===== src/hw/rtl/ltb_fifo.sv =====
// ltb_fifo: small show-ahead register queue used between the pipeline parts.
// Depends on nothing but its parameters.
`default_nettype none

module ltb_fifo #(
  parameter int WIDTH = 8,
  parameter int DEPTH = 4
) (
  input  wire logic             clk,
  input  wire logic             rst,
  input  wire logic             wr_en,
  input  wire logic [WIDTH-1:0] wr_data,
  input  wire logic             rd_en,
  output logic      [WIDTH-1:0] rd_data,
  output logic                  empty,
  output logic                  full
);

  localparam int PTR_W = (DEPTH > 1) ? $clog2(DEPTH) : 1;
  localparam int CNT_W = $clog2(DEPTH + 1);

  logic [WIDTH-1:0] mem [DEPTH];
  logic [PTR_W-1:0] wr_ptr, rd_ptr;
  logic [CNT_W-1:0] count, count_next;
  logic             do_wr, do_rd;

  assign empty   = (count == '0);
  assign full    = (count == CNT_W'(DEPTH));
  assign do_wr   = wr_en && !full;
  assign do_rd   = rd_en && !empty;
  assign rd_data = mem[rd_ptr];

  always_comb begin
    count_next = count + CNT_W'(do_wr) - CNT_W'(do_rd);
  end

  always_ff @(posedge clk) begin
    if (rst) begin
      wr_ptr <= '0;
      rd_ptr <= '0;
      count  <= '0;
    end else begin
      count <= count_next;
      if (do_wr) begin
        wr_ptr <= (wr_ptr == PTR_W'(DEPTH - 1)) ? '0 : wr_ptr + 1'b1;
      end
      if (do_rd) begin
        rd_ptr <= (rd_ptr == PTR_W'(DEPTH - 1)) ? '0 : rd_ptr + 1'b1;
      end
    end
  end

  always_ff @(posedge clk) begin
    if (do_wr) begin
      mem[wr_ptr] <= wr_data;
    end
  end

endmodule

`default_nettype wire


===== config.mk =====
export PLATFORM = sky130hd
export DESIGN_NAME = ltb_fifo
export DESIGN_NICKNAME = d
export VERILOG_FILES = /design/src/hw/rtl/ltb_fifo.sv
export SDC_FILE = /design/constraint.sdc
export NUM_CORES = 1
export LEC_CHECK = 0
export BUFFER_PORTS_ARGS = -buffer_cell sky130_fd_sc_hd__clkbuf_2
export CORE_MARGIN = 8
export CORE_UTILIZATION = 53
export CTS_BUF_LIST = sky130_fd_sc_hd__clkbuf_2 sky130_fd_sc_hd__clkbuf_4 sky130_fd_sc_hd__clkbuf_8
export DETAILED_ROUTE_END_ITERATION = 8
export PLACE_DENSITY = 0.88
export SLEW_MARGIN = 40
export SYNTH_ARGS = -nofsm -noshare
export SYNTH_HDL_FRONTEND = slang
export SYNTH_SLANG_ARGS = --single-unit

===== constraint.sdc =====
create_clock -name clk -period 2.4 [get_ports clk]
set_clock_uncertainty 0.2 [all_clocks]
set_input_delay 0.12 -clock clk [delete_from_list [all_inputs] [get_ports clk]]
set_output_delay 0.12 -clock clk [all_outputs]
set_load 0.1 [all_outputs]

# Yosys cells after proc, flatten, opt, wreduce, memory -nomap -nowiden
# Memory sizes are Yosys's and may differ from the RTL's. A register that Yosys moved wholly into a read port is not among the register bits.
# Index checks and enable logic that the tools add are counted.
# totals
register_bits,7
mem_bits_rw,32
inputBits,12
out_inout_bits,10
word_cells,22
n_memories,1
# memory_table
name,words,word_bits,read_ports,rd_ports_with_merged_regs,write_ports,line_no,rtl
mem,4,8,1,1,1,22,logic [WIDTH-1:0] mem [DEPTH];
# op_classes
n_addsub,4
n_eq_ne,3
muxes,6
n_reduce_logical,5
# ops
cell,n
$mux 2,4
$add 2x1->2 const B,2
$eq 2x2->1 const B,2
$add 3x1->3,1
$eq 3x3->1 const B,1
$logic_not 3->1,1
$sub 3x1->3,1
$logic_and 1x1->1,2
$logic_not 1->1,2
$mux 1,2

# Longest topological paths before layout
# logic_depth
depth_word,5
ltp_mapped,11
mapped_depth_nobuf,10

# Least setup slack after synthesis
# No wires, ideal clock.
# synth_timing
path_kind,register -> output
startpoint,reg count[1]
endpoint,out empty
t_arrival_ps,2407
t_required_ps,2080
setup_slack_ps,-327
path_stages_with_launch,2
path_buffers,0
cell_sequence,dfxtp_1 > nor3_1
# synth_via
elab_chain_len,1
# synth_rtl
item,line_no,rtl
from (decl),24,"logic [CNT_W-1:0] count, count_next;"
from (signal assigned),43,count <= count_next;
$logic_not 3->1,27,assign empty = (count == '0);
to (decl),15,"output logic empty,"
# Every way passes these cells.

# Final worst setup path
# layout_timing
startpoint,reg count[2]
endpoint,reg count[2]
# layout_via
elab_chain_len,5
word_cells_on_any_way,8
classes_between,add/sub (2); eq/ne (1); reduce/logical (5)
# layout_rtl
item,line_no,rtl
$eq 3x3->1,28,assign full = (count == CNT_W'(DEPTH));
$logic_not 1->1,29,assign do_wr = wr_en && !full;
$logic_and 1x1->1,29,
$add 3x1->3,34,count_next = count + CNT_W'(do_wr) - CNT_W'(do_rd);
$sub 3x1->3 (*),34,
# Mark *: on every way between the ends. The rest lies on a longest branch, timed or not.
# A chain may end at the register's enable or synchronous reset.

==> summary.txt <==
Status
  • Status: complete, no violations

Global route
  • Global-route wire length before repair: 4.39 mm
  • Gr usage total: 0.117
  • Vias in the first global route: 983
  • Pin count of the biggest net entering global routing: 13
  • Grt total ovfl: 0
  • Initial antenna violation count: 0

Clock network
  • CTS Sinks: 41
  • Root Driver: clkbuf_4
  • H-tree levels: 2
  • CTS tree: built
  • Max clock buf depth: 2
  • Worst-skew pair later-pin latency: 0.35 ns
  • Total CTS buffers: 5
  • Clock transition at path regs: 0.11 ns

STA
  • RSZ-0062 raised after global routing: false
  • Final Cycle Share: 0.958
  • Post-route minimum period: 2.30 ns
  • Slew headroom: 0.633
  • Slew at the pin closest to its max-slew limit: 0.553 ns
  • Final Max Slew Viols: 0
  • Final Hold Viols: 0
  • FMAX: 435 MHz
  • Setup TNS: 0 ns
  • Finish-stage setup viols: 0

Logic synthesis
  • Most instantiated cells after synthesis: edfxtp_1, dfxtp_1, inv_1, mux4_2, ha_1
  • Post-synth top area share: 0.587
  • Syn Nets: 112
  • Unique masters post-synth: 25
  • Syn Inst Count: 92
  • Async SR Flop Fraction: 0
  • Syn. warnings: 0
  • Synth area leader: edfxtp_1
  • Sequential share of the synthesized area: 0.697
  • Yosys reg bits: 41
  • Main synth FF type: edfxtp_1
  • Synth area leaders: edfxtp_1, dfxtp_1, mux4_2
  • Post-synth EDFFs: 32
  • Most frequent cell after synthesis: edfxtp_1
  • Synthesized area per cell: 17.8 sq um
  • Post-synthesis instance area: 0.00164 sq mm

Floorplan
  • Starting Density: 0.545
  • Core Area: 0.00300 sq mm
  • DIE WIDTH: 71.6 microns
  • Die height: 71.6 microns
  • Num rows: 20
  • Die ar.: 0.00513 sq mm
  • # IOs: 22

Drt
  • DRC errors left: 0
  • Starting DRT DRC Count: 56
  • Drt wl/cell: 16.1 microns
  • First-pass detailed-route iteration total: 4
  • Via density: 5.44
  • WL final: 2.71 mm
  • Via count: 914
  • Antenna viol nets, final: 0

Finish
  • Footprint of the multi-input gates: 472 sq um
  • Finished Core Util: 0.675
  • Area delta synth->final: 23.8%
  • Antenna Cells: 0
  • Non-Filler Instances: 168
  • Nets: 154
  • Fill count: 205
  • FF+latch area: 0.00114 sq mm
  • Share of post-route cells with drive strength above 1: 0.407

Power and ir drop
  • Maximum vdd drop: 0.000951 V
  • Total power: 2.40 mW
  • Pwr Density: 1180 mW/mm^2
  • Lkg Pwr: 0.793 nW

Placed design
  • Buffers on Ports: 21
  • RD Place Congestion: 0.762
  • HPWL after DPL: 1.89 mm
  • Placed Cells: 148

Critical path
  • Critical path class: register to register
  • Critical path fanouts, max: 3
  • Crit path DAT: 2.35 ns
  • Worst setup EP type: register
  • Startpoint Class: register
  • CP required: 2.45 ns

Hold path
  • Hold WC Path Type: input pin to register

Job
  • Total of max-cap violations: 0
critical path, stage by stage (launching register included):
cell and delay, ns:
dfxtp_2 0.37, or3b_4 0.38, and2_4 0.15, inv_2 0.04
ha_1 0.10, inv_1 0.04, ha_2 0.18, fa_2 0.38
xnor2_2 0.15, xnor2_1 0.17, nor2_1 0.06
cell type report:
cell class	count	share of cell area
tap	33	0.0204
clock buffer	6	0.0222
multi-input combinational	40	0.233
timing repair buffer	38	0.128
inverter	8	0.0148
clock inverter	2	0.0167
sequential	41	0.565
per-layer routing:
layer / GRT usage / routed length (microns) / vias up
met5: 0 / 0 / -
met4: 0.0816 / 74 / 0
met3: 0.0418 / 161 / 10
met2: 0.192 / 1360 / 31
met1: 0.122 / 1110 / 444
li1: - / - / 429
report_power, final:
part	leakage [nW]	total, mW	internal [mW]	switching [mW]
registers	0.368	0.928	0.869	0.0599
logic	0.381	1.03	0.297	0.734
clock network	0.0433	0.435	0.228	0.207
total	0.793	2.40	1.39	1.00
per-stage QoR:
| step | hold WS [ns] | cell area, sq um | worst slack, ns |
|---|---|---|---|
| 2_1_floorplan | -0.0109 | 1640 | -0.00304 |
| 3_3_place_gp | 0.137 | 1810 | 0.121 |
| 3_5_place_dp | 0.144 | 1810 | 0.0250 |
| 4_1_cts | 0.0422 | 2000 | 0.0164 |
| 5_1_grt | 0.0417 | 2030 | 0.00746 |
| 6_report | 0.0311 | 2030 | 0.0998 |
cell families after synthesis:
logic type,Yosys count,synth area share
XOR/XNOR,2,0.0107
AO/OA/AOI/OAI,5,0.0229
flip-flops,41,0.697
multiplexers,9,0.116
AND/OR/NAND/NOR,16,0.0573
buffers and inverters,11,0.0306
adder cells (fa/ha/maj),8,0.0657
timing repair:
action                                  CTS  global route
gates resized for setup                   0             9
hold buffers                             11             0
endpoints found under the setup margin    0             1
endpoints found under the hold margin    41             0
buffers inserted                          0             1
placed cells by master, fill, tap and decap left out, drive strengths merged:
cell type     n
a21o          1
a21oi         2
and2          1
and3          4
buf           6
bufinv        1
clkbuf       27
clkinv        1
dfxtp         9
dlygate4sd3  11
edfxtp       32
fa            1
ha            7
inv           8
mux2i         1
mux4          8
nand2         1
nand3         2
nor2          2
nor2b         2
nor3          2
o31ai         2
or3           1
or3b          1
xnor2         2
worst paths after layout:
kind                                start  endpoint  slack, ns  depth (start not counted)
worst max-delay path             count[2]  count[2]        0.1                         10
worst min-delay path                rd_en  register       0.03                          5
worst max register to register   count[2]  count[2]        0.1                         10
worst min register to register  rd_ptr[0]  register       0.30                          2
flip-flops by register name, indices dropped and copies added (netlist names), named ones only:
register and flops:
count 3, mem 32, rd_ptr 2, wr_ptr 2
No activity file was read; power rests on OpenSTA's default activity.
