`config.mk`:
```
export PLATFORM = sky130hd
export DESIGN_NAME = ltb_front
export DESIGN_NICKNAME = d
export VERILOG_FILES = /design/src/hw/rtl/ltb_pkg.sv /design/src/hw/rtl/ltb_front.sv
export SDC_FILE = /design/constraint.sdc
export NUM_CORES = 2
export LEC_CHECK = 0
export BUFFER_PORTS_ARGS = -buffer_cell sky130_fd_sc_hd__buf_4
export CAP_MARGIN = 20
export CORE_MARGIN = 3
export CORE_UTILIZATION = 45
export CTS_CLUSTER_DIAMETER = 50
export DETAILED_ROUTE_END_ITERATION = 8
export MAX_ROUTING_LAYER = met4
export PLACE_DENSITY = 0.64
export SETUP_SLACK_MARGIN = 0.4
export SYNTH_ARGS = -nofsm -noshare
export SYNTH_HDL_FRONTEND = slang
export SYNTH_SLANG_ARGS = --single-unit
export TNS_END_PERCENT = 50
```
`constraint.sdc`:
```
create_clock -name clk -period 15.9 [get_ports clk]
set_input_delay 3.18 -clock clk [delete_from_list [all_inputs] [get_ports clk]]
set_output_delay 3.18 -clock clk [all_outputs]
set_load 0.02 [all_outputs]
```
`src/hw/rtl/ltb_pkg.sv`:
```
// ltb_pkg: shared types, register codes and fixed widths for the luma tint blend.
// Depends on nothing; the front, back and top-level files import it.
`default_nettype none

package ltb_pkg;

  localparam int CH_W       = 16;   // one color channel
  localparam int AMT_W      = 13;   // blend amount register
  localparam int COLOR_W    = 48;   // packed red, green, blue
  localparam int DATA_W     = 64;   // configuration data bus
  localparam int ADDR_W     = 6;    // registers at 8-byte spacing
  localparam int LUMA_SUM_W = 35;   // three 16x16 products plus rounding term
  localparam int MID_DEPTH  = 4;    // front-to-back queue
  localparam int OUT_DEPTH  = 8;    // result queue
  localparam int PIX_W      = 4 * CH_W;

  typedef enum logic [2:0] {
    REG_MODE    = 3'd0,
    REG_AMOUNT  = 3'd1,
    REG_LIGHT   = 3'd2,
    REG_DARK    = 3'd3,
    REG_WEIGHTS = 3'd4
  } reg_idx_t;

  typedef struct packed {
    logic               mode;      // 0 duotone, 1 rainbow
    logic [AMT_W-1:0]   amount;
    logic [COLOR_W-1:0] light;
    logic [COLOR_W-1:0] dark;
    logic [COLOR_W-1:0] weights;
  } cfg_t;

  // luminance width that follows from the fraction bits
  function automatic int lum_width(input int frac_bits);
    return LUMA_SUM_W - frac_bits;
  endfunction

  // channel 0 red (bits 47..32), 1 green, 2 blue (bits 15..0)
  function automatic logic [CH_W-1:0] chan_of(input logic [COLOR_W-1:0] packed_v,
                                               input int ch);
    return packed_v[CH_W*(2-ch) +: CH_W];
  endfunction

endpackage

`default_nettype wire

```
`src/hw/rtl/ltb_front.sv`:
```
// ltb_front: accepts pixels, forms the rounded luminance and tags the tint mode.
// Depends on ltb_pkg; feeds the front-to-back queue under a credit count.
`default_nettype none

module ltb_front import ltb_pkg::*; #(
  parameter int FRAC_BITS = 12,
  parameter int ITEM_W    = 1 + PIX_W + LUMA_SUM_W - FRAC_BITS
) (
  input  wire logic              clk,
  input  wire logic              rst,
  input  wire cfg_t              cfg,
  input  wire logic              push,
  output logic                   full,
  input  wire logic [CH_W-1:0]   red_in,
  input  wire logic [CH_W-1:0]   green_in,
  input  wire logic [CH_W-1:0]   blue_in,
  input  wire logic [CH_W-1:0]   alpha_in,
  input  wire logic              item_pop,
  output logic                   item_wr,
  output logic [ITEM_W-1:0]      item_data
);

  localparam int LUM_W = lum_width(FRAC_BITS);
  localparam int HALF  = 1 << (FRAC_BITS - 1);
  localparam int CNT_W = $clog2(MID_DEPTH + 1);
  localparam int PROD_W = 2 * CH_W;

  logic [CNT_W-1:0]      credits, credits_next;
  logic                  accept;
  logic                  valid;
  logic                  mode_s;
  logic [CH_W-1:0]       pix [3];
  logic [CH_W-1:0]       alpha_s;
  logic [PROD_W-1:0]     prod [3];
  logic [CH_W-1:0]       pix_in [3];
  logic [LUMA_SUM_W-1:0] sum;
  logic [LUM_W-1:0]      lum;

  assign full   = (credits == '0);
  assign accept = push && !full;
  assign pix_in[0] = red_in;
  assign pix_in[1] = green_in;
  assign pix_in[2] = blue_in;

  // a credit leaves with each accepted beat and returns when the back pops it
  always_comb begin
    credits_next = credits - CNT_W'(accept) + CNT_W'(item_pop);
  end

  always_ff @(posedge clk) begin
    if (rst) begin
      credits <= CNT_W'(MID_DEPTH);
      valid   <= 1'b0;
    end else begin
      credits <= credits_next;
      valid   <= accept;
    end
  end

  always_ff @(posedge clk) begin
    if (accept) begin
      mode_s  <= cfg.mode;
      alpha_s <= alpha_in;
      for (int ch = 0; ch < 3; ch++) begin
        pix[ch]  <= pix_in[ch];
        prod[ch] <= chan_of(cfg.weights, ch) * pix_in[ch];
      end
    end
  end

  always_comb begin
    sum = LUMA_SUM_W'(prod[0]) + LUMA_SUM_W'(prod[1]) + LUMA_SUM_W'(prod[2])
        + LUMA_SUM_W'(HALF);
    lum = sum[LUMA_SUM_W-1:FRAC_BITS];
  end

  assign item_wr   = valid;
  assign item_data = {mode_s, alpha_s, pix[2], pix[1], pix[0], lum};

endmodule

`default_nettype wire

```
## Yosys cells after proc, flatten, opt, wreduce, memory -nomap -nowiden

Memory sizes are Yosys's and may differ from the RTL's.
Cells that the tools add are included.

- Add/sub/neg operators: 5
- Multiply operators: 3
- Multiplexer cells: 2
- Reductions and logical operators: 3

Operators with widths:

| kind | count |
|---|---|
| multiplier 16 x 16 -> 32 bit | 3 |
| adder 34 x 12 -> 35 bit (second input constant) | 1 |
| adder 33 x 32 -> 34 bit | 1 |
| adder 32 x 32 -> 33 bit | 1 |
| adder 3 x 1 -> 3 bit | 1 |
| zero test 3 bit | 1 |
| subtractor 3 x 1 -> 3 bit | 1 |
| two-way mux 1 bit | 2 |
| logical AND 1 bit | 1 |
| zero test 1 bit | 1 |

- Register bits after elaboration: 21
- Bits in writable memories: 144
- Output and inout bits: 90
- Word-level logic and storage cells: 19
- Memories: 2

Memory list:

| memory | depth | width | rd ports | clocked after memory_dff | write ports | RTL line | text |
|---|---|---|---|---|---|---|---|
| prod | 3 | 32 | 3 | 0 | 3 | ltb_front.sv:34 | `logic [PROD_W-1:0] prod [3];` |
| pix | 3 | 16 | 3 | 0 | 3 | ltb_front.sv:32 | `logic [CH_W-1:0] pix [3];` |

## Depth between registers and ports, before layout

- Depth after elaboration: 5
- Mapped depth: 23

## Worst setup path after synthesis

Ideal clock, no wire load.

- Path kind: input -> register
- Start: input port push
- End: register credits[2]
- Library setup time: 117 ps
- Arrival time: 12282 ps
- Required time: 15783 ps
- Slack: 3501 ps
- Cell stages on the path: 9
- Path buffers: 0
- Cell sequence: nor2b_1 -> ha_1 -> inv_1 -> ha_1 -> inv_1 -> fa_1 -> xor2_1 -> xnor2_1 -> nand2b_1

- Word-level cells in the longest chain between the ends: 3

Ends and longest elaborated chain:

| element | RTL line | text |
|---|---|---|
| from (decl) | ltb_front.sv:12 | `input wire logic push,` |
| logical AND 1 bit | ltb_front.sv:40 | `assign accept = push && !full;` |
| subtractor 3 x 1 -> 3 bit | ltb_front.sv:47 | `credits_next = credits - CNT_W'(accept) + CNT_W'(item_pop);` |
| adder 3 x 1 -> 3 bit | ltb_front.sv:47 |  |
| to (signal assigned) | ltb_front.sv:52 | `credits <= CNT_W'(MID_DEPTH);` |
| to (signal assigned) | ltb_front.sv:55 | `credits <= credits_next;` |
| to (decl) | ltb_front.sv:28 | `logic [CNT_W-1:0] credits, credits_next;` |

No other way between the ends.
A chain may end at the register's enable or synchronous reset.

==> results.ini <==
[global_routing]
antenna_found_initial=0
grt-ovfl-total=0
first_global_vias=24875
grt_pass1_wl_um=130000
grt_max_degree=164
grt_usage_pct=21.5

[finish]
nNetsFinal=4771
drive_gt1_share_pct=7.03
diodes=0
fin_area_sq_um=36100
syn_to_final_growth_pct=8.80
instances_no_fill=4519

[floorplanning]
initial_core_util_pct=46.0
io-pin-count=316
die_h_um=278
chipWidth_um=278
fp-row-count=98
coreArea_sq_um=72200
dieArea_sq_um=77100

[worst_setup_path]
worstSetupStartpointType=input pin
crit_type=input pin to flip-flop
worstReg2RegStart=credits[1]
crit_path_max_fanout=17
worstSetupEndpointType=flip-flop
crit_required_ps=16190
crit_arrival_ps=9020
crit_start=green_in[7]

[placed_design]
placed_cells=4487
port_buffers=205
gp_congestion=0.863
dp_slack_ps=6710
place_hpwl_um=60900
place_area_sq_um=35500

[synthesis]
synth_nets=4657
postSynthRegisterBits=165
ys_async_sr_fraction_pct=0
synth_area_sq_um=33200
synth_edf_count=161
synth_top_area_share_pct=37.0
synth_cell_type_count=75
ys_seq_area_share_pct=14.8
syn_inst=3442
synth_warnings=0
yosysTopAreaCell=fa_1
avgSynthCellArea_sq_um=9.65
synth_flop_cell=edfxtp_1
yosys-top-cells-area=fa_1, edfxtp_1, ha_1, inv_1, and2_1

[timing]
period_needed_ps=8730
setup_ws_ps=7170
slew-limit-headroom_pct=29.0
skew_ps=16.7
final.setup.tns_ps=0
fmax_mhz=115
rsz0062_at_grt=false
finalCritPeriodShare_pct=54.9
worst_pin_slew_ps=1070
setup_violations=0
hold_violations=0
slew_violations=0

[clock_network]
hold_buffers=0
cts.clk_slew.worst_paths_ps=80
cts-buffers-inserted=17
cts_sinks=165
ctsResizeCount=0
clock-root-buffer=clkbuf_16
cts_setup_buffers=0
cts_tree=built
cts_buffer_depth=2
h-tree-depth=4
clock_latency_ps=490

[min_path]
min_from=credits[2]
min_path_type=flip-flop to flip-flop

[detailed_routing]
wl_met2_um=37300
m1WireLength_um=34800
num_vias=23448
firstDrtPassIters=5
drt_iter0_drc=1217
highest-signal-layer=met4
wl_per_cell_um=17.1
drc=0
met3WireLength_um=3690
avgViaCountPerCell=5.19
antenna_left=0
wl_um=77100

[outcome]
status=finished, final reports clean

[run]
maxCapViolCount=0

[cells in the final DEF (no fill, tap or decap), types with 35 or more instances in the layout]
master    count
a21o_1       45
a21oi_1      97
and2_1      382
buf_4       205
edfxtp_1    161
fa_1        614
ha_1        375
inv_1       723
nand2_1     469
nor2_1       58
o21ai_0      35
xnor2_1      62
[final timing paths]
kind / end / slack, ps / cells after the start
max: prod[0][62] / 7170 / 21
min: credits[2] / 510 / 2
max reg2reg: credits[2] / 13150 / 11
min reg2reg: credits[2] / 510 / 2
[critical path, stage by stage]
cell and delay (ps):
buf_4 220, nand2_1 110, fa_1 540, inv_1 50, fa_1 510, inv_1 60
fa_1 530, inv_1 50, fa_1 410, fa_1 510, inv_1 50, fa_1 470
inv_1 40, ha_1 370, and3_1 240, nand3_1 170, or3_1 380, o21ai_1 290
o221ai_1 280, a31oi_1 270, xor2_1 270
[per-stage QoR]
step | hold WS [ps] | utilization, %
floorplan | 470 | -
global placement | 493 | 49.2
finish | 514 | 50.0
detailed placement | 489 | 49.2
CTS | 514 | 50.0
global route | 562 | 50.0
[Yosys cell counts (5+ instances only)]
| cell type | instances |
|---|---|
| o211a_1 | 5 |
| a21oi_1 | 97 |
| o21ai_0 | 35 |
| edfxtp_1 | 161 |
| inv_1 | 723 |
| xnor2_1 | 62 |
| a211oi_1 | 16 |
| o21a_1 | 22 |
| nand4_1 | 11 |
| nand2_1 | 469 |
| nand2b_1 | 7 |
| fa_1 | 614 |
| xor2_1 | 32 |
| and3_1 | 13 |
| o21ai_1 | 25 |
| or3_1 | 6 |
| clkbuf_1 | 109 |
| and2_1 | 382 |
| o211ai_1 | 11 |
| a31oi_1 | 8 |
| o21bai_1 | 10 |
| nor2_1 | 58 |
| a221oi_1 | 5 |
| ha_1 | 375 |
| nor2b_1 | 12 |
| a21o_1 | 45 |
| nand3_1 | 22 |
| nor3_1 | 23 |
[sequential cells by signal, summed over array words and instances (netlist names)]
register  count
alpha_s      16
pix          48
prod         96
mode_s        1
credits       3
item_wr       1
[metal layers]
metal | global-route usage (%) | vias to the layer above
met5 | - | -
met4 | 4.94 | 0
met3 | 2.18 | 74
met2 | 35.0 | 558
met1 | 29.2 | 11914
li1 | - | 10902
[cell families after synthesis]
| kind of cell | share of synthesized area [%] |
|---|---|
| other | 0.0113 |
| AOI/OAI and AO/OA | 6.79 |
| muxes | 0.0905 |
| xor gates and xnor gates | 2.48 |
| adders and majority gates | 51.2 |
| DFF | 14.8 |
| buffers and inverters | 9.45 |
| and+or+nand+nor | 15.2 |
[layout make-up]
class	count	area, sq um
multi-input cells	2443	25200
flip-flops and latches	165	4910
inverters	723	2710
repair buffers	206	1560
clock buffers	18	439
fillers	6760	36100
clock inverters	14	151
well taps	950	1190
Power is left out: the tool's default activity adds up to more than one toggle a clock period on the data nets, which glitch-free logic cannot reach.
